[config.mk]
export PLATFORM = sky130hd
export DESIGN_NAME = hrhc_parser
export DESIGN_NICKNAME = d
export VERILOG_FILES = /design/src/hw/rtl/hrhc_pkg.sv /design/src/hw/rtl/hrhc_parser.sv
export SDC_FILE = /design/constraint.sdc
export NUM_CORES = 1
export LEC_CHECK = 0
export BUFFER_PORTS_ARGS = -buffer_cell sky130_fd_sc_hd__buf_2
export CORE_MARGIN = 10
export CORE_UTILIZATION = 25
export DETAILED_ROUTE_END_ITERATION = 6
export PLACE_DENSITY = 0.5
export SYNTH_ARGS = -nofsm -noshare
export SYNTH_HDL_FRONTEND = slang
export SYNTH_SLANG_ARGS = --single-unit
[constraint.sdc]
create_clock -name clk -period 23 [get_ports clk]
set_clock_uncertainty 0.2 [all_clocks]
set_input_delay 3.45 -clock clk [delete_from_list [all_inputs] [get_ports clk]]
set_output_delay 3.45 -clock clk [all_outputs]
set_load 0.01 [all_outputs]
[src/hw/rtl/hrhc_pkg.sv]
`timescale 1ns / 1ps
`default_nettype none
// ----------------------------------------------------------------------------
// hrhc_pkg
// Types shared by the request-head checker: item structs and error codes.
// ----------------------------------------------------------------------------
package hrhc_pkg;

  // Error codes reported in the verdict
  typedef enum logic [2:0] {
    ERR_NONE      = 3'd0,
    ERR_REQ_LINE  = 3'd1,
    ERR_FOLDED    = 3'd2,
    ERR_NO_COLON  = 3'd3,
    ERR_BAD_LEN   = 3'd4,
    ERR_CONFLICT  = 3'd5,
    ERR_CHUNKED   = 3'd6,
    ERR_TOO_LARGE = 3'd7
  } err_code_t;

  // One input item: a head byte and its end flag
  typedef struct packed {
    logic [7:0] head_byte;
    logic       last;
  } in_item_t;

  // One result item: the verdict for a whole head
  typedef struct packed {
    logic        accepted;
    logic [2:0]  error_code;
    logic [63:0] body_length;
  } out_item_t;

  // Head summary from the parser, before the size limit is applied
  typedef struct packed {
    err_code_t   err;
    logic [63:0] length;
  } head_sum_t;

endpackage
`default_nettype wire

[src/hw/rtl/hrhc_parser.sv]
`timescale 1ns / 1ps
`default_nettype none
// ----------------------------------------------------------------------------
// hrhc_parser
// Byte-at-a-time scanner of an HTTP/1.1 request head. Holds the line and
// header state, and gives the head summary for the byte that ends the head.
// ----------------------------------------------------------------------------
module hrhc_parser (
  input  wire logic              clk,
  input  wire logic              rst_n,
  input  wire logic              step,
  input  wire hrhc_pkg::in_item_t item,
  output hrhc_pkg::head_sum_t    sum
);
  import hrhc_pkg::*;

  localparam int CL_LEN = 14;
  localparam int TE_LEN = 17;

  localparam logic [7:0] CH_SP    = 8'h20;
  localparam logic [7:0] CH_TAB   = 8'h09;
  localparam logic [7:0] CH_CR    = 8'h0D;
  localparam logic [7:0] CH_LF    = 8'h0A;
  localparam logic [7:0] CH_FF    = 8'h0C;
  localparam logic [7:0] CH_VT    = 8'h0B;
  localparam logic [7:0] CH_COLON = 8'h3A;
  localparam logic [7:0] CH_ZERO  = 8'h30;
  localparam logic [7:0] CH_NINE  = 8'h39;

  // Largest accumulator value that can still take another digit
  localparam logic [63:0] ACC_LIMIT = 64'hFFFF_FFFF_FFFF_FFFF / 64'd10;
  localparam logic [3:0]  ACC_LAST  = 4'(64'hFFFF_FFFF_FFFF_FFFF % 64'd10);

  localparam logic [7:0] CL_NAME [CL_LEN] = '{
    "c", "o", "n", "t", "e", "n", "t", "-", "l", "e", "n", "g", "t", "h"
  };
  localparam logic [7:0] TE_NAME [TE_LEN] = '{
    "t", "r", "a", "n", "s", "f", "e", "r", "-",
    "e", "n", "c", "o", "d", "i", "n", "g"
  };

  typedef enum logic [1:0] {
    PH_START, PH_NAME_LEAD, PH_NAME, PH_VALUE
  } phase_t;

  typedef enum logic [1:0] {
    VP_LEAD, VP_DIGITS, VP_TRAIL, VP_BAD
  } vphase_t;

  typedef struct packed {
    logic        on_first;
    phase_t      phase;
    logic [1:0]  spaces;
    logic        pend_cr;
    logic [3:0]  cl_pos;
    logic        cl_alive;
    logic [4:0]  te_pos;
    logic        te_alive;
    logic        trail;
    vphase_t     vphase;
    logic [63:0] accum;
    logic        seen;
    logic [63:0] kept;
    err_code_t   err;
  } pst_t;

  localparam pst_t PST_RESET = '{
    on_first: 1'b1, phase: PH_START, spaces: 2'd0, pend_cr: 1'b0,
    cl_pos: 4'd0, cl_alive: 1'b1, te_pos: 5'd0, te_alive: 1'b1,
    trail: 1'b0, vphase: VP_LEAD, accum: 64'd0, seen: 1'b0,
    kept: 64'd0, err: ERR_NONE
  };

  function automatic logic is_ws(logic [7:0] c);
    return c == CH_SP || c == CH_TAB || c == CH_CR || c == CH_LF ||
           c == CH_FF || c == CH_VT;
  endfunction

  function automatic logic [7:0] to_lower(logic [7:0] c);
    return (c >= "A" && c <= "Z") ? c + 8'd32 : c;
  endfunction

  // Effect of one ordinary byte of a line
  function automatic pst_t char_step(pst_t s, logic [7:0] c);
    pst_t       n;
    logic [7:0] lc;
    logic [3:0] d;
    logic       cl_ok;
    logic       te_ok;
    n     = s;
    lc    = to_lower(c);
    d     = 4'(c - CH_ZERO);
    cl_ok = 1'b0;
    te_ok = 1'b0;
    if (s.err == ERR_NONE) begin
      if (s.on_first) begin
        if (c == CH_SP && s.spaces != 2'd2) n.spaces = s.spaces + 2'd1;
      end else if (s.phase == PH_START && (c == CH_SP || c == CH_TAB)) begin
        n.err = ERR_FOLDED;
      end else if (s.phase != PH_VALUE) begin
        // name part
        if (c == CH_COLON) begin
          n.phase = PH_VALUE;
        end else if (is_ws(c)) begin
          if (s.phase == PH_START) n.phase = PH_NAME_LEAD;
          else if (s.phase == PH_NAME) n.trail = 1'b1;
        end else begin
          n.phase = PH_NAME;
          if (s.cl_alive && !s.trail && s.cl_pos < 4'(CL_LEN)) begin
            cl_ok = (CL_NAME[s.cl_pos] == lc);
          end
          if (s.te_alive && !s.trail && s.te_pos < 5'(TE_LEN)) begin
            te_ok = (TE_NAME[s.te_pos] == lc);
          end
          if (cl_ok) n.cl_pos = s.cl_pos + 4'd1;
          else       n.cl_alive = 1'b0;
          if (te_ok) n.te_pos = s.te_pos + 5'd1;
          else       n.te_alive = 1'b0;
        end
      end else if (s.cl_alive && s.cl_pos == 4'(CL_LEN) && s.vphase != VP_BAD) begin
        // Content-Length value
        if (c >= CH_ZERO && c <= CH_NINE) begin
          if (s.vphase == VP_TRAIL) begin
            n.vphase = VP_BAD;
          end else if (s.accum > ACC_LIMIT || (s.accum == ACC_LIMIT && d > ACC_LAST)) begin
            n.vphase = VP_BAD;
          end else begin
            n.accum  = (s.accum << 3) + (s.accum << 1) + 64'(d);
            n.vphase = VP_DIGITS;
          end
        end else if (is_ws(c)) begin
          if (s.vphase == VP_DIGITS) n.vphase = VP_TRAIL;
        end else begin
          n.vphase = VP_BAD;
        end
      end
    end
    return n;
  endfunction

  // Checks at the end of a line, then line state back to start
  function automatic pst_t line_end(pst_t s);
    pst_t n;
    n = s;
    if (s.err == ERR_NONE) begin
      if (s.on_first) begin
        if (s.spaces != 2'd2) n.err = ERR_REQ_LINE;
      end else if (s.phase == PH_NAME_LEAD || s.phase == PH_NAME) begin
        n.err = ERR_NO_COLON;
      end else if (s.phase == PH_VALUE) begin
        if (s.cl_alive && s.cl_pos == 4'(CL_LEN)) begin
          if (s.vphase == VP_LEAD || s.vphase == VP_BAD) begin
            n.err = ERR_BAD_LEN;
          end else if (s.seen && s.accum != s.kept) begin
            n.err = ERR_CONFLICT;
          end else begin
            n.kept = s.accum;
            n.seen = 1'b1;
          end
        end
        if (n.err == ERR_NONE && s.te_alive && s.te_pos == 5'(TE_LEN)) n.err = ERR_CHUNKED;
      end
    end
    n.on_first = 1'b0;
    n.phase    = PH_START;
    n.spaces   = 2'd0;
    n.cl_pos   = 4'd0;
    n.cl_alive = 1'b1;
    n.te_pos   = 5'd0;
    n.te_alive = 1'b1;
    n.trail    = 1'b0;
    n.vphase   = VP_LEAD;
    n.accum    = 64'd0;
    return n;
  endfunction

  pst_t st_r;
  pst_t st_nxt;
  pst_t st_byte;
  pst_t st_end;

  // Byte handling: CR is held back one byte so a CR before LF is dropped
  always_comb begin
    st_byte = st_r;
    if (item.head_byte == CH_LF) begin
      st_byte.pend_cr = 1'b0;
    end else if (item.head_byte == CH_CR) begin
      if (st_r.pend_cr) st_byte = char_step(st_r, CH_CR);
      st_byte.pend_cr = 1'b1;
    end else begin
      if (st_r.pend_cr) st_byte = char_step(st_r, CH_CR);
      st_byte = char_step(st_byte, item.head_byte);
      st_byte.pend_cr = 1'b0;
    end
    st_end = (item.head_byte == CH_LF || item.last) ? line_end(st_byte) : st_byte;
    st_end.pend_cr = st_end.pend_cr && !item.last;
  end

  // Summary for the final byte
  always_comb begin
    sum.err    = st_end.err;
    sum.length = st_end.seen ? st_end.kept : 64'd0;
  end

  // Next state: back to reset after the verdict
  always_comb begin
    st_nxt = st_r;
    if (step) st_nxt = item.last ? PST_RESET : st_end;
  end

  always_ff @(posedge clk) begin
    if (!rst_n) begin
      st_r <= PST_RESET;
    end else begin
      st_r <= st_nxt;
    end
  end

endmodule
`default_nettype wire

Word level (Yosys, flattened, before mapping)
Memory sizes are Yosys's and may differ from the RTL's.
Index checks and enable logic that the tools add are counted.
Cells by class
  $add $sub $neg: 7
  order comparisons: 10
  eq/ne operators: 31
  divide/modulo/power cells: 0
  multiply operators: 0
  shift-type cells: 0
  bitwise gates (word level): 2
  reduce and logical (&&, ||, !) cells: 37
  mux-type cells: 97
Operators by type and width (count)
  two-way mux 152 bit: 5
  two-way mux 68 bit: 7
  two-way mux 65 bit: 4
  two-way mux 64 bit: 4
  two-way mux 78 bit: 3
  two-way mux 151 bit: 1
  two-way mux 146 bit: 1
  two-way mux 66 bit: 2
  adder 64 x 4 -> 64 bit: 1
  adder 64 bit: 1
  == test 64 x 61 -> 1 bit, second input constant: 1
  greater-than comparator 64 x 61 -> 1 bit, second input constant: 1
  != test 64 bit: 1
  == test 8 x 4 -> 1 bit, second input constant: 5
  two-way mux 2 bit: 20
  two-way mux 8 bit: 5
  two-way mux 3 bit: 11
  two-way mux 1 bit: 27
  two-way mux 12 bit: 2
  logical AND 1 bit: 18
  == test 8 x 6 -> 1 bit, second input constant: 2
  == test 8 bit: 2
  == test 2 bit, second input constant: 6
  == test 4 bit, second input constant: 3
  28 further kinds: 51
Storage, ports and cells
  output and inout port bits: 67
  bits in latches: 0
  memories: 2
  bits of input ports: 12
  flip-flop bits (word level): 152
  logic and storage cells: 200
  memory bits (writable): 0
  memory bits (read-only): 384
Memory list
  (no name shown): depth 32, width 8, read ports 1, clocked after Yosys merged registers in 0, write ports 0, line hrhc_parser.sv:113  | te_ok = (TE_NAME[s.te_pos] == lc);
  (no name shown): depth 16, width 8, read ports 1, clocked after Yosys merged registers in 0, write ports 0, line hrhc_parser.sv:110  | cl_ok = (CL_NAME[s.cl_pos] == lc);

Longest topological paths before layout
Gate-level depths: netlist of run 1.
  depth after elaboration: 53
  mapped depth: 22
  gate-level depth less buffers: 19

Worst setup path before layout of run 1
Ideal clock, no wire load.
  kind: in2out
  start point: input port item[4] (netlist bit)
  end point: output port sum[59] (netlist bit)
  stages: 22
  data required time: 19.350 ns
  path buffers: 3
  arrival time: 8.693 ns
  slack: 10.657 ns
  cell sequence: clkbuf_1 > inv_1 > fa_1 > inv_1 > fa_1 > a211oi_1 > o211ai_1 > a211oi_1 > o211ai_1 > a211oi_2 > o21ai_0 > xnor2_1 > o21ai_0 > xor2_1 > a2111oi_0 > o211a_1 > nand4_2 > o32ai_2 > buf_4 > buf_4 > mux2i_1 > nor2_1
RTL lines
  start: declaration: line hrhc_parser.sv:12  | input wire hrhc_pkg::in_item_t item,
  end: declaration: line hrhc_parser.sv:13  | output hrhc_pkg::head_sum_t sum

==> key figures, run 1 <==
Run status
  – Outcome: complete, no violations

Timing
  – Final hold violation count: 0
  – Tmin final: 14.35 ns
  – Max frequency: 69.71 MHz
  – Final Cycle Share: 62.37%
  – Final-report max-slew violation count: 0
  – Slew @ Worst Pin: 1.254 ns
  – Slew HR: 15.30%
  – Number of setup violations in the final report: 0
  – Setup TNS: 0 ns
  – Unrepaired setup endpoints after global routing: false

Job
  – Maxcap violations: 0

Final layout
  – Layout Nets: 2273
  – Number of flip-flops in the largest register: 152
  – Design Area, Final: 17410 um^2
  – Synth-to-layout area growth: 10.58%
  – # diodes: 0
  – Share of layout cells above drive strength 1: 7.606%
  – Fill cell count: 6805
  – Top Registers: st_r x152
  – Non-filler cells, final: 2967
  – Largest Register: st_r

Placed design
  – Area after DPL: 16780 um^2
  – Cells after DPL: 2936
  – Gpl congestion: 0.9747
  – DP HPWL: 50880 um
  – PortBufs: 78

Die
  – Site Rows: 91
  – Die area: 73410 um^2
  – # IOs: 79
  – Die H: 271.0 um
  – Die width: 271.0 um
  – Initial core utilization: 25.37%
  – Core outline area: 62050 um^2

CTS
  – H-tree depth: 4
  – Post-CTS Setup Bufs: 0
  – CTS root buf: clkbuf_16
  – CTS-repair resized insts: 0
  – Reg clk slew, reported paths: 0.06 ns
  – CTS tree: yes
  – CTS buffer count: 17
  – Clk sinks: 152
  – CTS max path bufs: 2
  – Hold Buf Count CTS: 0
  – Clock Latency Late Sink: 0.50 ns

Critical path
  – Reg2reg start: st_r[115]$_SDFFE_PN0P_
  – R2R Path End: st_r[46]$_SDFFE_PN0P_
  – Max FO, Critical Path: 57
  – Startpoint types: primary input
  – Worst path arrival time: 10.70 ns
  – Setup CP Type: in2out
  – WP data required: 19.35 ns
  – Worst reg2reg setup slack: 14.66 ns
  – CP endpoint kind: output pin
  – FF-to-FF path depth: 17

Power
  – Switching portion of total power: 25.67%
  – Leakage power: 6.349 nW
  – Sequential share of power: 42.9%
  – Total power: 0.6141 mW
  – Pwr/cell area: 35.27 nW/um^2
  – VDD IR max: 0.00005825 V
  – Comb power frac: 5.3%
  – Share of power burned in the clock network: 51.8%
  – Psw: 0.1576 mW
  – Cell Int Power: 0.4565 mW

Yosys
  – Yosys top cell area share: 19.33%
  – Post-synth EDFFs: 0
  – Register area share after synthesis: 19.33%
  – Netlist cell types: 87
  – Top cells by area, synth: dfxtp_1 19%, ha_1 11%, nor2_1 6.2%, xnor2_1 4.7%, a21oi_1 4.7%
  – Synth warn: 0
  – Post-Synthesis Cell Area: 15740 um^2
  – Post-synth ARST share: 0%
  – Post-Syn Nets: 2299
  – Cells after Synth: 2144
  – Synth Register Bits: 152
  – Main flop type after synthesis: dfxtp_1
  – Avg Inst Size Synth: 7.343 um^2
  – Dominant cell type by area after synthesis: dfxtp_1

Routing
  – Routed len/inst: 22.48 um
  – Vias per cell: 5.637
  – TritonRoute pass-1 iters: 5
  – Residual DRC: 0
  – Routed wire length: 66710 um
  – Initial drt markers: 1688
  – Antenna Violating Nets Remaining: 0
  – Via count: 16725

Global routing
  – Gr ovfl total: 0
  – Largest net degree at the start of global routing: 82
  – Total track usage: 17.65%
  – First-pass GRT wire length: 100500 um
  – Initial antenna violation count: 2
  – Vias in the first global route: 15770

Worst hold path
  – Hold Startpoint: st_r[134]$_SDFFE_PN0P_
  – Hold endpoint: st_r[134]$_SDFFE_PN0P_
  – Worst min-delay path category: reg2reg
  – Hold Path Cell Cnt: 2
-- critical path: stages --
cell,delay [ns]
buf_2,0.18
inv_1,0.17
fa_1,0.56
inv_1,0.07
fa_1,0.48
a211oi_1,0.32
o211ai_1,0.26
a211oi_1,0.60
o211ai_1,0.32
a211oi_2,0.51
o221ai_1,0.23
xor2_1,0.25
xnor2_1,0.17
nand4b_1,0.12
nor4b_1,0.46
o2111ai_1,0.35
nand2b_1,0.29
o32ai_4,0.43
buf_4,0.76
mux2i_1,0.44
nor2_1,0.07
buf_2,0.17
-- synthesized netlist by cell type (24+ instances only) --
master / n
a21oi_1: 148
a22oi_1: 62
a32o_1: 28
clkbuf_1: 108
dfxtp_1: 152
ha_1: 141
inv_1: 79
mux2i_1: 73
nand2_1: 192
nand3_1: 85
nand3b_1: 26
nand4_1: 48
nor2_1: 260
nor3_1: 62
nor4_1: 24
o211ai_1: 50
o21ai_0: 118
xnor2_1: 85
xor2_1: 46
-- layer usage --
layer	vias up	wire [um]	track usage [%]
li1	7875	-	-
met1	8151	30000	23.34
met2	603	30380	28.39
met3	92	4348	2.982
met4	4	1958	6.292
met5	-	27	0
-- cell type report --
cell class,instances,area [um^2],share of cell area (%)
Clock inverter,10,168.9,0.9702
Multi-Input combinational cell,1772,11860,68.13
Clock buffer,21,460.4,2.645
Timing Repair Buffer,96,528.0,3.033
Inverter,79,300.3,1.725
Sequential cell,152,3043,17.48
Tap cell,837,1047,6.015
-- cell usage in the layout, fill, tap and decap left out, drive strengths merged, types with 23 or more instances in the layout --
master,netlist,final
nor2,260,260
nand2,192,192
dfxtp,152,152
a21oi,148,148
ha,141,141
o21ai,122,122
buf,33,96
nand3,85,85
xnor2,85,85
inv,79,79
mux2i,73,73
a22oi,62,62
nor3,62,62
o211ai,51,51
nand4,49,49
xor2,46,46
a32o,28,28
nand3b,26,26
nor4,24,24
or3,23,23
a211oi,23,23
-- per-stage QoR --
stage | hold WS, ns | utilization [%] | worst slack, ns
floorplan | 0.2320 | - | 10.66
global placement | 0.2450 | 27.04 | 8.863
detailed placement | 0.2592 | 27.04 | 8.685
CTS | 0.2682 | 28.06 | 8.646
global route | 0.3017 | 28.06 | 8.138
finish | 0.2666 | 28.06 | 8.654
-- logic make-up (layout without fill, tap and decap cells) --
family          Yosys count  after routing  share of synthesized area (%)
simple gates            818            818                          25.06
compound gates          600            600                          25.75
buf+inv                 220            206                          5.690
flops                   152            152                          19.33
fa+ha+maj               143            143                          11.46
xor+xnor                133            133                          7.574
mux                      78             78                          5.142
-- worst max-delay path by stage --
stage	endpoint	start	slack, ns	cells past startpoint
2_1_floorplan	sum[59]	item[4]	10.66	22
3_5_place_dp	sum[58]	item[4]	8.68	22
4_1_cts	sum[58]	item[4]	8.65	22
5_1_grt	sum[1]	item[4]	8.14	22
3_3_place_gp	sum[58]	item[4]	8.86	22
6_report	sum[58]	item[4]	8.65	22
-- power groups by stage --
stage | sequential, mW | combinational [mW] | clock [mW]
after floorplan | 0.269 | 0.0190 | 0
after detailed placement | 0.269 | 0.0318 | 0
after CTS | 0.263 | 0.0319 | 0.327
final | 0.263 | 0.0325 | 0.318
after global routing | 0.263 | 0.0348 | 0.335
after global placement | 0.269 | 0.0317 | 0
No activity file was read; power rests on OpenSTA's default activity.
==> run 2: changes to the inputs <==
PLACE_DENSITY = 0.52   (was 0.5)
clock period = 12.3 ns   (was 23 ns; I/O delays follow)
==> run 2 against run 1 <==
Sequential power is 87% higher. Clock power is 79% higher. Critical path depth stayed put. Routed wire length is 0.12% higher. Sequential cell count stayed put. Critical path type unchanged.
==> key figures, run 2 (synthesis gave the netlist of run 1 again) <==
Critical path
  – Worst path bufs/invs: 5
  – R2R Path End: st_r[45]$_SDFFE_PN0P_
  – Worst path arrival time: 9.29 ns
  – Crit-path max cell delay: 0.63 ns
  – Startpoint types: primary input
  – Slowest stage cell, crit path: nor4b_1
  – CP endpoint kind: output pin
  – CP delay by family, top: compound AO/OA/AOI/OAI gates
  – Worst reg2reg setup slack: 4.21 ns
  – Critical Path, Cell by Cell: buf_2 > inv_1 > fa_1 > inv_1 > fa_1 > a211oi_1 > o211ai_1 > a211oi_1 > o211ai_1 > a211oi_2 > o221ai_1 > xor2_1 > xnor2_1 > nand4b_1 > nor4b_1 > o2111ai_1 > nand2b_1 > o32ai_4 > buf_12 > mux2i_1 > nor2_1 > buf_2
  – WP data required: 10.26 ns
  – Reg2reg start: st_r[68]$_SDFFE_PN0P_
  – FF-to-FF path depth: 21
  – Critical path origin: item[4]
  – Max FO, Critical Path: 72
  – Setup CP Type: in2out

CTS
  – Clk sinks: 152
  – Post-CTS Setup Bufs: 0
  – CTS max path bufs: 2
  – Reg clk slew, reported paths: 0.07 ns
  – CTS root buf: clkbuf_16
  – CTS tree: yes
  – CTS-repair resized insts: 0
  – CTS buffer count: 17
  – H-tree depth: 4
  – Clock Latency Late Sink: 0.52 ns
  – Hold Buf Count CTS: 0

Global routing
  – Largest net degree at the start of global routing: 79
  – GRT met1 Usage: 23.55%
  – Met2 usage: 28.12%
  – Total track usage: 17.68%
  – First-pass GRT wire length: 100600 um
  – Layer with the highest usage: met2
  – Met3 usage: 3.132%
  – Vias in the first global route: 15614
  – Initial antenna violation count: 1
  – Gr ovfl total: 0

Final layout
  – Design Area, Final: 17390 um^2
  – # diodes: 0
  – Share of layout cells above drive strength 1: 7.829%
  – Most frequent cells in the layout: 258 x nor2_1, 192 x nand2_1, 152 x dfxtp_1
  – Final Util: 28.02%
  – Synth-to-layout area growth: 10.45%
  – Top Registers: st_r x152
  – Commonest non-fill, non-tap cell in the layout: nor2_1
  – Number of flip-flops in the largest register: 152
  – Largest Register: st_r
  – Layout Nets: 2275

Die
  – Site Rows: 91
  – Die area: 73410 um^2
  – Initial core utilization: 25.37%
  – Core outline area: 62050 um^2
  – Die width: 271.0 um
  – Die H: 271.0 um
  – # IOs: 79

Routing
  – Routed wire length: 66790 um
  – Via count: 16652
  – Residual DRC: 0
  – TritonRoute pass-1 iters: 6
  – Antenna Violating Nets Remaining: 0
  – Routed len/inst: 22.49 um
  – Vias per cell: 5.607
  – Initial drt markers: 1637

Worst hold path
  – Worst min-delay path category: reg2reg
  – Hold endpoint: st_r[134]$_SDFFE_PN0P_
  – Hold Path Cell Cnt: 2
  – Hold Startpoint: st_r[134]$_SDFFE_PN0P_

Job
  – Maxcap violations: 0

Power
  – Pwr/cell area: 64.46 nW/um^2
  – VDD IR max: 0.00009995 V
  – Leakage power: 6.349 nW

Placed design
  – DP HPWL: 51550 um
  – PortBufs: 78
  – Area after DPL: 16800 um^2
  – Gpl congestion: 0.9741

Timing
  – Setup TNS: 0 ns
  – Final hold violation count: 0
  – Final Cycle Share: 92.19%
  – Tmin final: 11.34 ns
  – Unrepaired setup endpoints after global routing: false
  – Slew @ Worst Pin: 1.236 ns
  – Hold WS: 0.2598 ns
  – Number of setup violations in the final report: 0
  – Max frequency: 88.18 MHz
  – Final-report max-slew violation count: 0
  – Slew HR: 16.44%

Run status
  – Outcome: complete, no violations
-- run 2: layer usage --
layer	up-vias	wire, um
li1	7872	-
met1	8085	30110
met2	614	30460
met3	79	4085
met4	2	2117
met5	-	15
-- run 2: worst max path at each step --
stage          slack (ns)      end  cells past startpoint
2_1_floorplan        3.17  sum[59]                     22
3_3_place_gp         1.37   sum[5]                     22
3_5_place_dp         1.16   sum[5]                     22
4_1_cts              1.13   sum[5]                     22
5_1_grt              0.56   sum[5]                     22
6_report             0.96   sum[5]                     22
-- run 2: worst reg2reg max path: stages, from the launching register on --
cell and delay [ns]:
dfxtp_1 0.55, inv_1 0.11, fa_1 0.51, inv_1 0.07, fa_1 0.48, a211oi_1 0.34, o211ai_1 0.25, a211oi_1 0.54
o211ai_1 0.33, a211oi_2 0.59, o221ai_1 0.25, xor2_1 0.20, xnor2_1 0.32, nand4b_1 0.15, nor4b_1 0.63, o2111ai_1 0.38
nand2b_1 0.29, o32ai_4 0.63, buf_12 0.36, and2_1 0.24, buf_4 0.37, a32o_1 0.23
-- run 2: power by group --
part           leakage, nW  switching (mW)  internal, mW
Combinational         4.84          0.0480        0.0118
Sequential            1.22        0.000266         0.492
Clock                0.285           0.282         0.287
Total                 6.35           0.331         0.790
-- run 2: final cells by class --
cell class	count	area [um^2]
clock buffers	17	425.4
clock inverters	15	160.2
inverters	79	299.0
multi-input cells	1772	11860
well taps	837	1047
repair buffers	98	553.0
flip-flops and latches	152	3043
fillers	6822	44660
-- run 2: per-stage QoR --
stage	setup slack [ns]	power, mW	cells
after floorplan	3.167	0.5390	2144
after global placement	1.367	0.5615	2938
after detailed placement	1.165	0.5624	2938
after CTS	1.125	1.132	2970
after global routing	0.5606	1.149	2970
final	0.9602	1.121	2970
